**src/rtl/tsps_pkg.sv**
```systemverilog
// Shared types and constants of the timed step pulse scheduler.
// No dependencies; used by tsps_period and the top level.
`default_nettype none

package tsps_pkg;

	localparam int unsigned QUEUE_DEPTH_DEF     = 64;
	localparam int unsigned TIMER_MAX_COUNT_DEF = 65536;

	localparam int unsigned PREP_W    = 13;
	localparam int unsigned CFG_IDX_W = 2;
	localparam int unsigned CFG_W     = 13;

	// Item kinds.
	localparam logic [1:0] KIND_PUSH   = 2'd0;
	localparam logic [1:0] KIND_TIMER  = 2'd1;
	localparam logic [1:0] KIND_RESET  = 2'd2;
	localparam logic [1:0] KIND_SETPOS = 2'd3;

	// Configuration register indexes.
	localparam logic [CFG_IDX_W-1:0] CFG_DIR_INV = 2'd0;
	localparam logic [CFG_IDX_W-1:0] CFG_PREP    = 2'd1;
	localparam logic [CFG_IDX_W-1:0] CFG_WIDTH   = 2'd2;

	localparam logic [PREP_W-1:0] PREP_RESET  = 13'd20;
	localparam logic [PREP_W-1:0] WIDTH_RESET = 13'd5;

	// A step this far ahead or more has already passed.
	localparam logic [31:0] LATE_LIMIT = 32'h0FFF_FFFF;

	// Result of splitting a requested period.
	typedef struct packed {
		logic [15:0] period;
		logic [27:0] excess;
	} period_t;

endpackage

`default_nettype wire

```
**src/rtl/tsps_ram.sv**
```systemverilog
// Generic single-port-write, single-port-read RAM with registered read.
// No dependencies.
`default_nettype none

module tsps_ram #(
	parameter int unsigned WIDTH = 32,
	parameter int unsigned DEPTH = 64,
	parameter int unsigned AW    = (DEPTH > 1) ? $clog2(DEPTH) : 1
) (
	input  wire logic             clk,
	input  wire logic             we,
	input  wire logic [AW-1:0]    waddr,
	input  wire logic [WIDTH-1:0] wdata,
	input  wire logic [AW-1:0]    raddr,
	output logic      [WIDTH-1:0] rdata
);

	logic [WIDTH-1:0] mem_q [DEPTH];

	// Write port and registered read port.
	always_ff @(posedge clk) begin
		if (we) begin
			mem_q[waddr] <= wdata;
		end
		rdata <= mem_q[raddr];
	end

endmodule

`default_nettype wire

```
**src/rtl/tsps_period.sv**
```systemverilog
// Timer period splitter: a long request becomes a chunk plus excess ticks.
// Depends on tsps_pkg.
`default_nettype none

module tsps_period #(
	parameter int unsigned TIMER_MAX_COUNT = tsps_pkg::TIMER_MAX_COUNT_DEF
) (
	input  wire logic [31:0]                    req,
	input  wire logic [tsps_pkg::PREP_W-1:0]    prepare,
	output tsps_pkg::period_t                   res
);
	import tsps_pkg::*;

	localparam logic [31:0] TMAX   = 32'(TIMER_MAX_COUNT);
	localparam logic [31:0] TMAX_1 = 32'(TIMER_MAX_COUNT - 1);

	logic [31:0] lim;
	logic [31:0] chunk;
	logic [31:0] rest;

	// Chunk is the smaller of the timer range and request minus two prepares.
	assign lim   = req - {18'd0, prepare, 1'b0};
	assign chunk = (TMAX_1 > lim) ? lim : TMAX_1;
	assign rest  = req - chunk;

	always_comb begin
		if (req < TMAX) begin
			res.period = req[15:0];
			res.excess = '0;
		end else begin
			res.period = chunk[15:0];
			res.excess = rest[27:0];
		end
	end

endmodule

`default_nettype wire

```
**src/rtl/timed_step_pulse_scheduler_unit.sv**
```systemverilog
// Timed step pulse scheduler: top level with the step queue and sequencer.
// Depends on tsps_pkg, tsps_ram and tsps_period.
//
// Usage: items arrive on the in_* channel (valid/stall); one result per item
// leaves on the out_* channel (valid/stall). An item is transferred at a
// rising edge with valid high and stall low. Configuration registers are
// written through cfg_we/cfg_index/cfg_data while the block is idle.
// Each item has a transfer cycle, in which the queue memory read at the
// head is started and the time of the next rising edge is formed, and an
// execute cycle that uses the read data, updates the state and loads the
// output register. A new item is not taken until the execute cycle
// completes, as the read of the queue RAM is registered.
// out_valid rises when the execute cycle completes.
// The output register frees the input side: a new item is taken while a
// result waits. If the receiver stalls and a second result is ready, the
// execute cycle holds (state unchanged) until the output register empties,
// and in_stall stays high meanwhile.
// Reset clears all control state and the queue pointers at once; queue
// memory contents are not cleared and need no clearing pass.
`default_nettype none

module timed_step_pulse_scheduler_unit #(
	parameter int unsigned QUEUE_DEPTH     = tsps_pkg::QUEUE_DEPTH_DEF,
	parameter int unsigned TIMER_MAX_COUNT = tsps_pkg::TIMER_MAX_COUNT_DEF
) (
	input  wire logic                           clk,
	input  wire logic                           arst_n,
	input  wire logic                           cfg_we,
	input  wire logic [tsps_pkg::CFG_IDX_W-1:0] cfg_index,
	input  wire logic [tsps_pkg::CFG_W-1:0]     cfg_data,
	input  wire logic                           in_valid,
	output logic                                in_stall,
	input  wire logic [1:0]                     kind,
	input  wire logic [31:0]                    pulse_time,
	input  wire logic                           pulse_dir,
	input  wire logic [31:0]                    now_us,
	input  wire logic [15:0]                    timer_count,
	input  wire logic signed [31:0]             new_position,
	output logic                                out_valid,
	input  wire logic                           out_stall,
	output logic                                period_valid,
	output logic [15:0]                         timer_period,
	output logic                                timer_restart,
	output logic                                timer_stop,
	output logic                                step_emitted,
	output logic                                step_forced_low,
	output logic                                dir_level,
	output logic                                running,
	output logic signed [31:0]                  position,
	output logic                                push_rejected
);
	import tsps_pkg::*;

	localparam int unsigned AW = (QUEUE_DEPTH > 1) ? $clog2(QUEUE_DEPTH) : 1;
	localparam int unsigned FW = $clog2(QUEUE_DEPTH + 1);

	typedef enum logic [1:0] {
		S_IDLE = 2'b01,
		S_EXEC = 2'b10
	} state_t;

	state_t state_q;

	// Configuration.
	logic              dir_inv_q;
	logic [PREP_W-1:0] prep_q;
	logic [PREP_W-1:0] width_q;

	// Captured item.
	logic [1:0]  kind_s1;
	logic [31:0] ptime_s1;
	logic        pdir_s1;
	logic [31:0] edge_s1;
	logic [31:0] newpos_s1;

	// Scheduler state.
	logic [AW-1:0] head_q;
	logic [FW-1:0] fill_q;
	logic [27:0]   excess_q;
	logic          pend_dir_q, cur_dir_q, force_q, run_q;
	logic          stop_pend_q, skip_q, idle_pend_q;
	logic [31:0]   pos_q;

	logic [AW-1:0] head_d;
	logic [FW-1:0] fill_d;
	logic [27:0]   excess_d;
	logic          pend_dir_d, cur_dir_d, force_d, run_d;
	logic          stop_pend_d, skip_d, idle_pend_d;
	logic [31:0]   pos_d;

	// Result fields.
	logic        r_valid, r_restart, r_stop, r_step, r_rej;
	logic [15:0] r_period;

	logic          commit;
	logic          wr_en;
	logic [AW:0]   tail_sum;
	logic [AW-1:0] tail;
	logic [AW-1:0] head_inc;
	logic [31:0]   word;
	logic [31:0]   dt;
	logic [13:0]   near_lim;
	logic [31:0]   min_per;
	logic          dt_ok;
	logic          excess_path;
	logic [31:0]   pp_req;
	period_t       pu;

	assign in_stall = (state_q != S_IDLE);
	assign commit   = (state_q == S_EXEC) && !(out_valid && out_stall);

	// Queue memory; the head entry is read in every cycle.
	tsps_ram #(
		.WIDTH(32),
		.DEPTH(QUEUE_DEPTH),
		.AW   (AW)
	) u_queue (
		.clk  (clk),
		.we   (wr_en),
		.waddr(tail),
		.wdata({ptime_s1[31:1], pdir_s1}),
		.raddr(head_q),
		.rdata(word)
	);

	// Tail and head wrap.
	assign tail_sum = {1'b0, head_q} + (AW+1)'(fill_q);
	assign tail     = (tail_sum >= (AW+1)'(QUEUE_DEPTH)) ?
		AW'(tail_sum - (AW+1)'(QUEUE_DEPTH)) : tail_sum[AW-1:0];
	assign head_inc = (head_q == AW'(QUEUE_DEPTH - 1)) ? '0 : head_q + 1'b1;

	// Distance from the next rising edge to the queued step.
	assign dt       = {word[31:1], 1'b0} - edge_s1;
	assign near_lim = {1'b0, prep_q} + {1'b0, width_q} + 14'd1;
	assign min_per  = {18'd0, near_lim} + 32'd1;
	assign dt_ok    = (dt > {18'd0, near_lim}) && (dt < LATE_LIMIT);

	// The excess path is the only timer branch whose period request comes from the excess ticks.
	assign excess_path = (kind_s1 == KIND_TIMER) && run_q && !stop_pend_q &&
		!idle_pend_q && !skip_q && (excess_q != '0);
	assign pp_req = excess_path ? {4'd0, excess_q} :
		((fill_q != '0) && dt_ok) ? dt : min_per;

	tsps_period #(
		.TIMER_MAX_COUNT(TIMER_MAX_COUNT)
	) u_period (
		.req    (pp_req),
		.prepare(prep_q),
		.res    (pu)
	);

	// Item execution.
	always_comb begin
		logic do_load;
		logic halt;
		logic pp_en;
		head_d = head_q; fill_d = fill_q; excess_d = excess_q;
		pend_dir_d = pend_dir_q; cur_dir_d = cur_dir_q; force_d = force_q;
		run_d = run_q; stop_pend_d = stop_pend_q; skip_d = skip_q;
		idle_pend_d = idle_pend_q; pos_d = pos_q;
		r_valid = 1'b0; r_period = '0; r_restart = 1'b0; r_stop = 1'b0;
		r_step = 1'b0; r_rej = 1'b0; wr_en = 1'b0;
		do_load = 1'b0; halt = 1'b0; pp_en = 1'b0;
		unique case (kind_s1)
			KIND_PUSH: begin
				if (fill_q >= FW'(QUEUE_DEPTH)) begin
					r_rej = 1'b1;
				end else begin
					wr_en  = commit;
					fill_d = fill_q + 1'b1;
					if (!run_q) begin
						force_d   = 1'b1;
						skip_d    = 1'b1;
						r_valid   = 1'b1;
						r_period  = {3'd0, prep_q};
						r_restart = 1'b1;
						run_d     = 1'b1;
					end
				end
			end
			KIND_TIMER: begin
				priority if (!run_q) begin
					// Timer event while stopped is ignored.
				end else if (stop_pend_q) begin
					halt        = 1'b1;
					force_d     = 1'b1;
					stop_pend_d = 1'b0;
					idle_pend_d = 1'b0;
				end else if (idle_pend_q) begin
					idle_pend_d = 1'b0;
					force_d     = 1'b1;
					if (fill_q != '0) begin
						do_load = 1'b1;
					end else begin
						halt = 1'b1;
					end
				end else if (skip_q) begin
					skip_d  = 1'b0;
					do_load = 1'b1;
				end else if (excess_q == '0) begin
					force_d   = 1'b0;
					cur_dir_d = pend_dir_q;
					pos_d     = pend_dir_q ? pos_q + 32'd1 : pos_q - 32'd1;
					r_step    = 1'b1;
					do_load   = 1'b1;
				end else begin
					force_d = 1'b1;
					pp_en   = 1'b1;
				end
			end
			KIND_RESET: begin
				if (run_q) begin
					stop_pend_d = 1'b1;
					idle_pend_d = 1'b0;
					r_restart   = 1'b1;
				end
				excess_d = '0;
				head_d   = '0;
				fill_d   = '0;
			end
			KIND_SETPOS: begin
				pos_d = newpos_s1;
			end
			default: begin
			end
		endcase
		// Load the next queued step, or run idle when the queue is empty.
		if (do_load) begin
			pp_en = 1'b1;
			if (fill_q == '0) begin
				idle_pend_d = 1'b1;
			end else begin
				head_d     = head_inc;
				fill_d     = fill_q - 1'b1;
				pend_dir_d = word[0];
			end
		end
		if (halt) begin
			r_valid  = 1'b1;
			r_period = {4'd0, prep_q[PREP_W-1:1]};
			r_stop   = 1'b1;
			run_d    = 1'b0;
		end
		if (pp_en) begin
			r_valid  = 1'b1;
			r_period = pu.period;
			excess_d = pu.excess;
		end
	end

	// Sequencer, configuration and scheduler state.
	always_ff @(posedge clk or negedge arst_n) begin
		if (!arst_n) begin
			state_q <= S_IDLE;
			dir_inv_q <= 1'b0; prep_q <= PREP_RESET; width_q <= WIDTH_RESET;
			head_q <= '0; fill_q <= '0; excess_q <= '0;
			pend_dir_q <= 1'b0; cur_dir_q <= 1'b0; force_q <= 1'b0; run_q <= 1'b0;
			stop_pend_q <= 1'b0; skip_q <= 1'b0; idle_pend_q <= 1'b0;
			pos_q <= '0;
			out_valid <= 1'b0;
		end else begin
			if (cfg_we) begin
				unique case (cfg_index)
					CFG_DIR_INV: dir_inv_q <= cfg_data[0];
					CFG_PREP:    prep_q    <= cfg_data;
					CFG_WIDTH:   width_q   <= cfg_data;
					default: begin
					end
				endcase
			end
			unique case (state_q)
				S_IDLE: begin
					if (in_valid) begin
						state_q <= S_EXEC;
					end
				end
				S_EXEC: begin
					if (commit) begin
						state_q <= S_IDLE;
					end
				end
				default: state_q <= S_IDLE;
			endcase
			if (commit) begin
				head_q <= head_d; fill_q <= fill_d; excess_q <= excess_d;
				pend_dir_q <= pend_dir_d; cur_dir_q <= cur_dir_d;
				force_q <= force_d; run_q <= run_d;
				stop_pend_q <= stop_pend_d; skip_q <= skip_d;
				idle_pend_q <= idle_pend_d; pos_q <= pos_d;
			end
			if (commit) begin
				out_valid <= 1'b1;
			end else if (!out_stall) begin
				out_valid <= 1'b0;
			end
		end
	end

	// Input capture on transfer; the time of the next rising edge is formed here.
	always_ff @(posedge clk) begin
		if (in_valid && !in_stall) begin
			kind_s1   <= kind;
			ptime_s1  <= pulse_time;
			pdir_s1   <= pulse_dir;
			edge_s1   <= now_us + {19'd0, prep_q} - {16'd0, timer_count};
			newpos_s1 <= new_position;
		end
	end

	// Output register.
	always_ff @(posedge clk) begin
		if (commit) begin
			period_valid    <= r_valid;
			timer_period    <= r_period;
			timer_restart   <= r_restart;
			timer_stop      <= r_stop;
			step_emitted    <= r_step;
			step_forced_low <= force_d;
			dir_level       <= cur_dir_d ^ dir_inv_q;
			running         <= run_d;
			position        <= pos_d;
			push_rejected   <= r_rej;
		end
	end

endmodule

`default_nettype wire

```
**config.mk**
```make
export PLATFORM = sky130hd
export DESIGN_NAME = timed_step_pulse_scheduler_unit
export DESIGN_NICKNAME = d
export VERILOG_FILES = /design/src/rtl/tsps_pkg.sv /design/src/rtl/tsps_ram.sv /design/src/rtl/tsps_period.sv /design/src/rtl/timed_step_pulse_scheduler_unit.sv
export SDC_FILE = /design/constraint.sdc
export NUM_CORES = 2
export LEC_CHECK = 0
export BUFFER_PORTS_ARGS = -buffer_cell sky130_fd_sc_hd__buf_2
export CAP_MARGIN = 20
export CELL_PAD_IN_SITES_DETAIL_PLACEMENT = 1
export CELL_PAD_IN_SITES_GLOBAL_PLACEMENT = 1
export CORE_ASPECT_RATIO = 0.9
export CORE_UTILIZATION = 35
export DETAILED_ROUTE_END_ITERATION = 8
export GPL_ROUTABILITY_DRIVEN = 0
export PLACE_DENSITY_LB_ADDON = 0.1
export SLEW_MARGIN = 20
export SYNTH_ARGS = -nofsm -noshare
export SYNTH_HDL_FRONTEND = slang
export SYNTH_SLANG_ARGS = --single-unit
```
**constraint.sdc**
```tcl
create_clock -name clk -period 26.8 [get_ports clk]
set_clock_uncertainty 0.2 [all_clocks]
set_input_delay 2.68 -clock clk [delete_from_list [all_inputs] [get_ports clk]]
set_output_delay 2.68 -clock clk [all_outputs]
set_load 0.05 [all_outputs]
```
==> impl_metrics.tcl <==
set metrics [dict create \
    synth_ff_type "edfxtp_1" \
    clockRootBuffer "clkbuf_16" \
    fin_area_sq_um 113000 \
    hold_class "flop to flop" \
    antenna_found_initial 26 \
    synthDistinctLibCells 94 \
    vias 51600 \
    first_pass_iters 5 \
    grt_usage_pct 20.0 \
    placed_area_sq_um 105000 \
    die_h_um 504 \
    critPathKind "flop to flop" \
    hold_viol_final 0 \
    ant_nets 0 \
    synth_edf_count 2202 \
    grt_pass1_wl_um 404000 \
    fin_tns_setup_ns 0 \
    yosysTopAreaCell "edfxtp_1" \
    setup_violations 0 \
    cp_common_cell "a21oi_1" \
    worstMarginPinSlew_ns 1.08 \
    vias_per_cell 5.40 \
    row_count 184 \
    grt_max_degree 134 \
    ys_warn_count 0 \
    cts_made_buffers 272 \
    clock_path_buffers 4 \
    syn2layout_area_growth_pct 15.1 \
    pwr-share-seq_pct 41.3 \
    cp_num_buf_inv 2 \
    dp_slack_ns 12.93 \
    cts_hold_buf 0 \
    synthTopCellsByArea "edfxtp_1, mux4_2, dfrtp_1, ha_1, nand2_1" \
    io_buffers 191 \
    synth-seq-cells 2344 \
    clk_latency_ns 0.84 \
    grt_overflow 0 \
    maxCapViolCount 0 \
    cts_setup_buffers 0 \
    path_depth 55 \
    clk_pin_slew_worst_paths_ns 0.06 \
    syn_area_sq_um 98100 \
    die_w_um 560 \
    die-area_sq_um 282000 \
    crit_required_ns 27.28 \
    maxSlewViolCount 0 \
    p_clk_share_pct 34.6 \
    routedWlPerCell_um 29.9 \
    switching_share_pct 29.4 \
    wl_um 285000 \
    power.internal_w 0.00719 \
    drive_above_1_share_pct 25.7 \
    yosysTopAreaCellShare_pct 67.4 \
    start_util_pct 35.2 \
    fillCellCount 26900 \
    crit_path_top_delay_cell "or4_1" \
    fin_crit_sh_pct 51.4 \
    seqCellArea_sq_um 69500 \
    post-dp-hpwl_um 165000 \
    irDropWorstVdd_mv 0.0605 \
    syn_inst 5233 \
    p_comb_share_pct 24.1 \
    holdPathStages 2 \
    multi_input_area_sq_um 27500 \
    rr_worst_depth 55 \
    setup_slack_ns 13.03 \
    cp-start-kind "flop" \
    ctsResizeCount 0 \
    status "complete, no violations" \
    core_sq_um 279000 \
    synth_seq_area_share_pct 70.9 \
    h-tree-depth 5 \
    fin_nets 5942 \
    slowest_delay_ns 0.71 \
    slew_headroom_pct 27.9 \
    p_leak_nw 36.4 \
    p_switching_w 0.00300 \
    crit_fanout 31 \
    syn_avg_cell_area_sq_um 18.7 \
    cp-end-kind "flop" \
    cp.arrival_ns 14.25 \
    cts_tree "yes" \
    synthArstFlopShare_pct 4.69 \
    max_freq_mhz 72.6 \
    cts.sinks 2344 \
    critPathTopFamily "compound AO/OA/AOI/OAI gates" \
    grt_pass1_vias 54300 \
    rsz0062_at_grt "no" \
    min_period_ns 13.77 \
    io_pins 193 \
    drtIter0Drc 4353 \
    power_density_nw_per_um2 90.3 \
    drc_errors 0 \
]
-- cells in the final DEF, fill, tap and decap left out, types with 16 or more instances in the layout --
| cell type | n |
|---|---|
| mux4_2 | 663 |
| o31ai_1 | 17 |
| ha_1 | 163 |
| buf_4 | 146 |
| nor2b_1 | 21 |
| o21a_1 | 18 |
| dfxtp_1 | 32 |
| xnor2_1 | 83 |
| a211oi_1 | 21 |
| clkbuf_16 | 279 |
| o21bai_1 | 17 |
| mux2i_1 | 18 |
| nor3_1 | 51 |
| a31oi_1 | 30 |
| clkbuf_1 | 69 |
| clkinv_2 | 27 |
| a21oi_1 | 138 |
| nand2_1 | 266 |
| o21ai_1 | 22 |
| nor2_1 | 183 |
| buf_2 | 190 |
| a21o_1 | 32 |
| nand4_1 | 16 |
| nand3_1 | 51 |
| a22o_1 | 16 |
| a22oi_1 | 37 |
| inv_1 | 190 |
| fa_1 | 19 |
| and2_1 | 20 |
| nor2_4 | 65 |
| clkinv_1 | 57 |
| mux2_2 | 34 |
| dfrtp_1 | 99 |
| xor2_1 | 52 |
| o21ai_0 | 182 |
| edfxtp_1 | 2202 |
| nor4_1 | 17 |
| nand2b_1 | 24 |
-- area by class of cell --
class                      count  area share (%)
tap                         3720            4.12
sequential                  2344            61.6
antenna                        9          0.0200
timing repair buffer         344            1.94
clock buffer                 352            6.46
multi-input combinational   2470            24.3
inverter                     193           0.644
clock inverter               118           0.854
-- per-stage QoR --
| stage | util [%] | cells | total power, W | hold WS (ns) |
|---|---|---|---|---|
| global route | 40.4 | 9542 | 0.0107 | 0.341 |
| global placement | 37.5 | 9071 | 0.00675 | 0.292 |
| detailed placement | 37.5 | 9071 | 0.00678 | 0.304 |
| floorplan | - | 5235 | 0.00604 | 0.210 |
| CTS | 40.4 | 9541 | 0.0103 | 0.299 |
| finish | 40.4 | 9550 | 0.0102 | 0.287 |
-- registers in the layout, indices dropped and copies added (netlist names), 28 cells and up --
signal         flops
u_queue.rdata     32
u_queue.mem_q   2048
pos_q             32
excess_q          28
position          32
edge_s1           32
newpos_s1         32
ptime_s1          31
-- kinds of logic (layout without fill, tap and decap cells) --
family	after synthesis	count (layout)	share of synthesized area, %
buffers and inverters	421	1007	1.64
multiplexers	715	715	15.8
AO/OA/AOI/OAI	645	645	4.32
adder cells (fa/ha/maj)	182	182	2.47
flip-flops	2344	2344	70.9
other	1	12	0.00382
XOR/XNOR	135	135	1.21
AND/OR/NAND/NOR	790	790	3.69
-- worst paths after layout --
kind	start	end	slack, ns
max in group asynchronous	arst_n	excess_q[25]	23.75
max reg2reg	prep_q[1]	excess_q[18]	13.03
min reg2reg	u_queue.rdata[0]	pend_dir_q	0.29
max	prep_q[1]	excess_q[18]	13.03
min in group asynchronous	arst_n	width_q[1]	1.63
min	u_queue.rdata[0]	pend_dir_q	0.29
-- power by group through the flow --
| stage | registers, W | clock network [W] | logic, W |
|---|---|---|---|
| floorplan | 0.00430 | 0 | 0.00174 |
| global placement | 0.00429 | 0 | 0.00247 |
| detailed placement | 0.00429 | 0 | 0.00249 |
| CTS | 0.00421 | 0.00362 | 0.00250 |
| global route | 0.00422 | 0.00374 | 0.00271 |
| finish | 0.00421 | 0.00352 | 0.00246 |
-- worst reg2reg max path, delay by kind of cell (launching register included) --
family                   cells  cell delay, ns
AO/OA/AOI/OAI               31            6.32
XOR/XNOR                     1            0.47
adder cells (fa/ha/maj)      4            1.24
buffers and inverters        2            0.55
flip-flops                   1            0.56
multiplexers                 1            0.24
AND/OR/NAND/NOR             16            4.04
-- cells in the mapped netlist, types with 15 or more instances --
| library cell | instances |
|---|---|
| o21ai_0 | 182 |
| ha_1 | 163 |
| and3_1 | 15 |
| xor2_1 | 52 |
| dfxtp_1 | 32 |
| nor2b_1 | 21 |
| a21oi_1 | 138 |
| dfrtp_1 | 105 |
| o21ai_1 | 23 |
| and2_1 | 21 |
| a211oi_1 | 21 |
| nor3_1 | 51 |
| a21o_1 | 32 |
| a22oi_1 | 37 |
| nor2_1 | 249 |
| edfxtp_1 | 2202 |
| buf_1 | 53 |
| nand2_1 | 267 |
| nand2b_1 | 24 |
| inv_1 | 190 |
| nand4_1 | 16 |
| nor4_1 | 17 |
| mux2i_1 | 18 |
| mux4_2 | 663 |
| nand3_1 | 52 |
| clkbuf_1 | 168 |
| a22o_1 | 16 |
| o31ai_1 | 17 |
| xnor2_1 | 83 |
| mux2_2 | 34 |
| a31oi_1 | 30 |
| o21bai_1 | 17 |
| o21a_1 | 18 |
| fa_1 | 19 |
-- layer usage --
layer / part of all wire (%) / up-vias / GRT usage, %
met5: 0.0074 / - / 0
met4: 2.3 / 4 / 4.85
met3: 5.3 / 368 / 3.26
met2: 47 / 1208 / 32.1
met1: 45 / 27900 / 28.5
li1: - / 22100 / -
No activity file was read; power rests on OpenSTA's default activity.
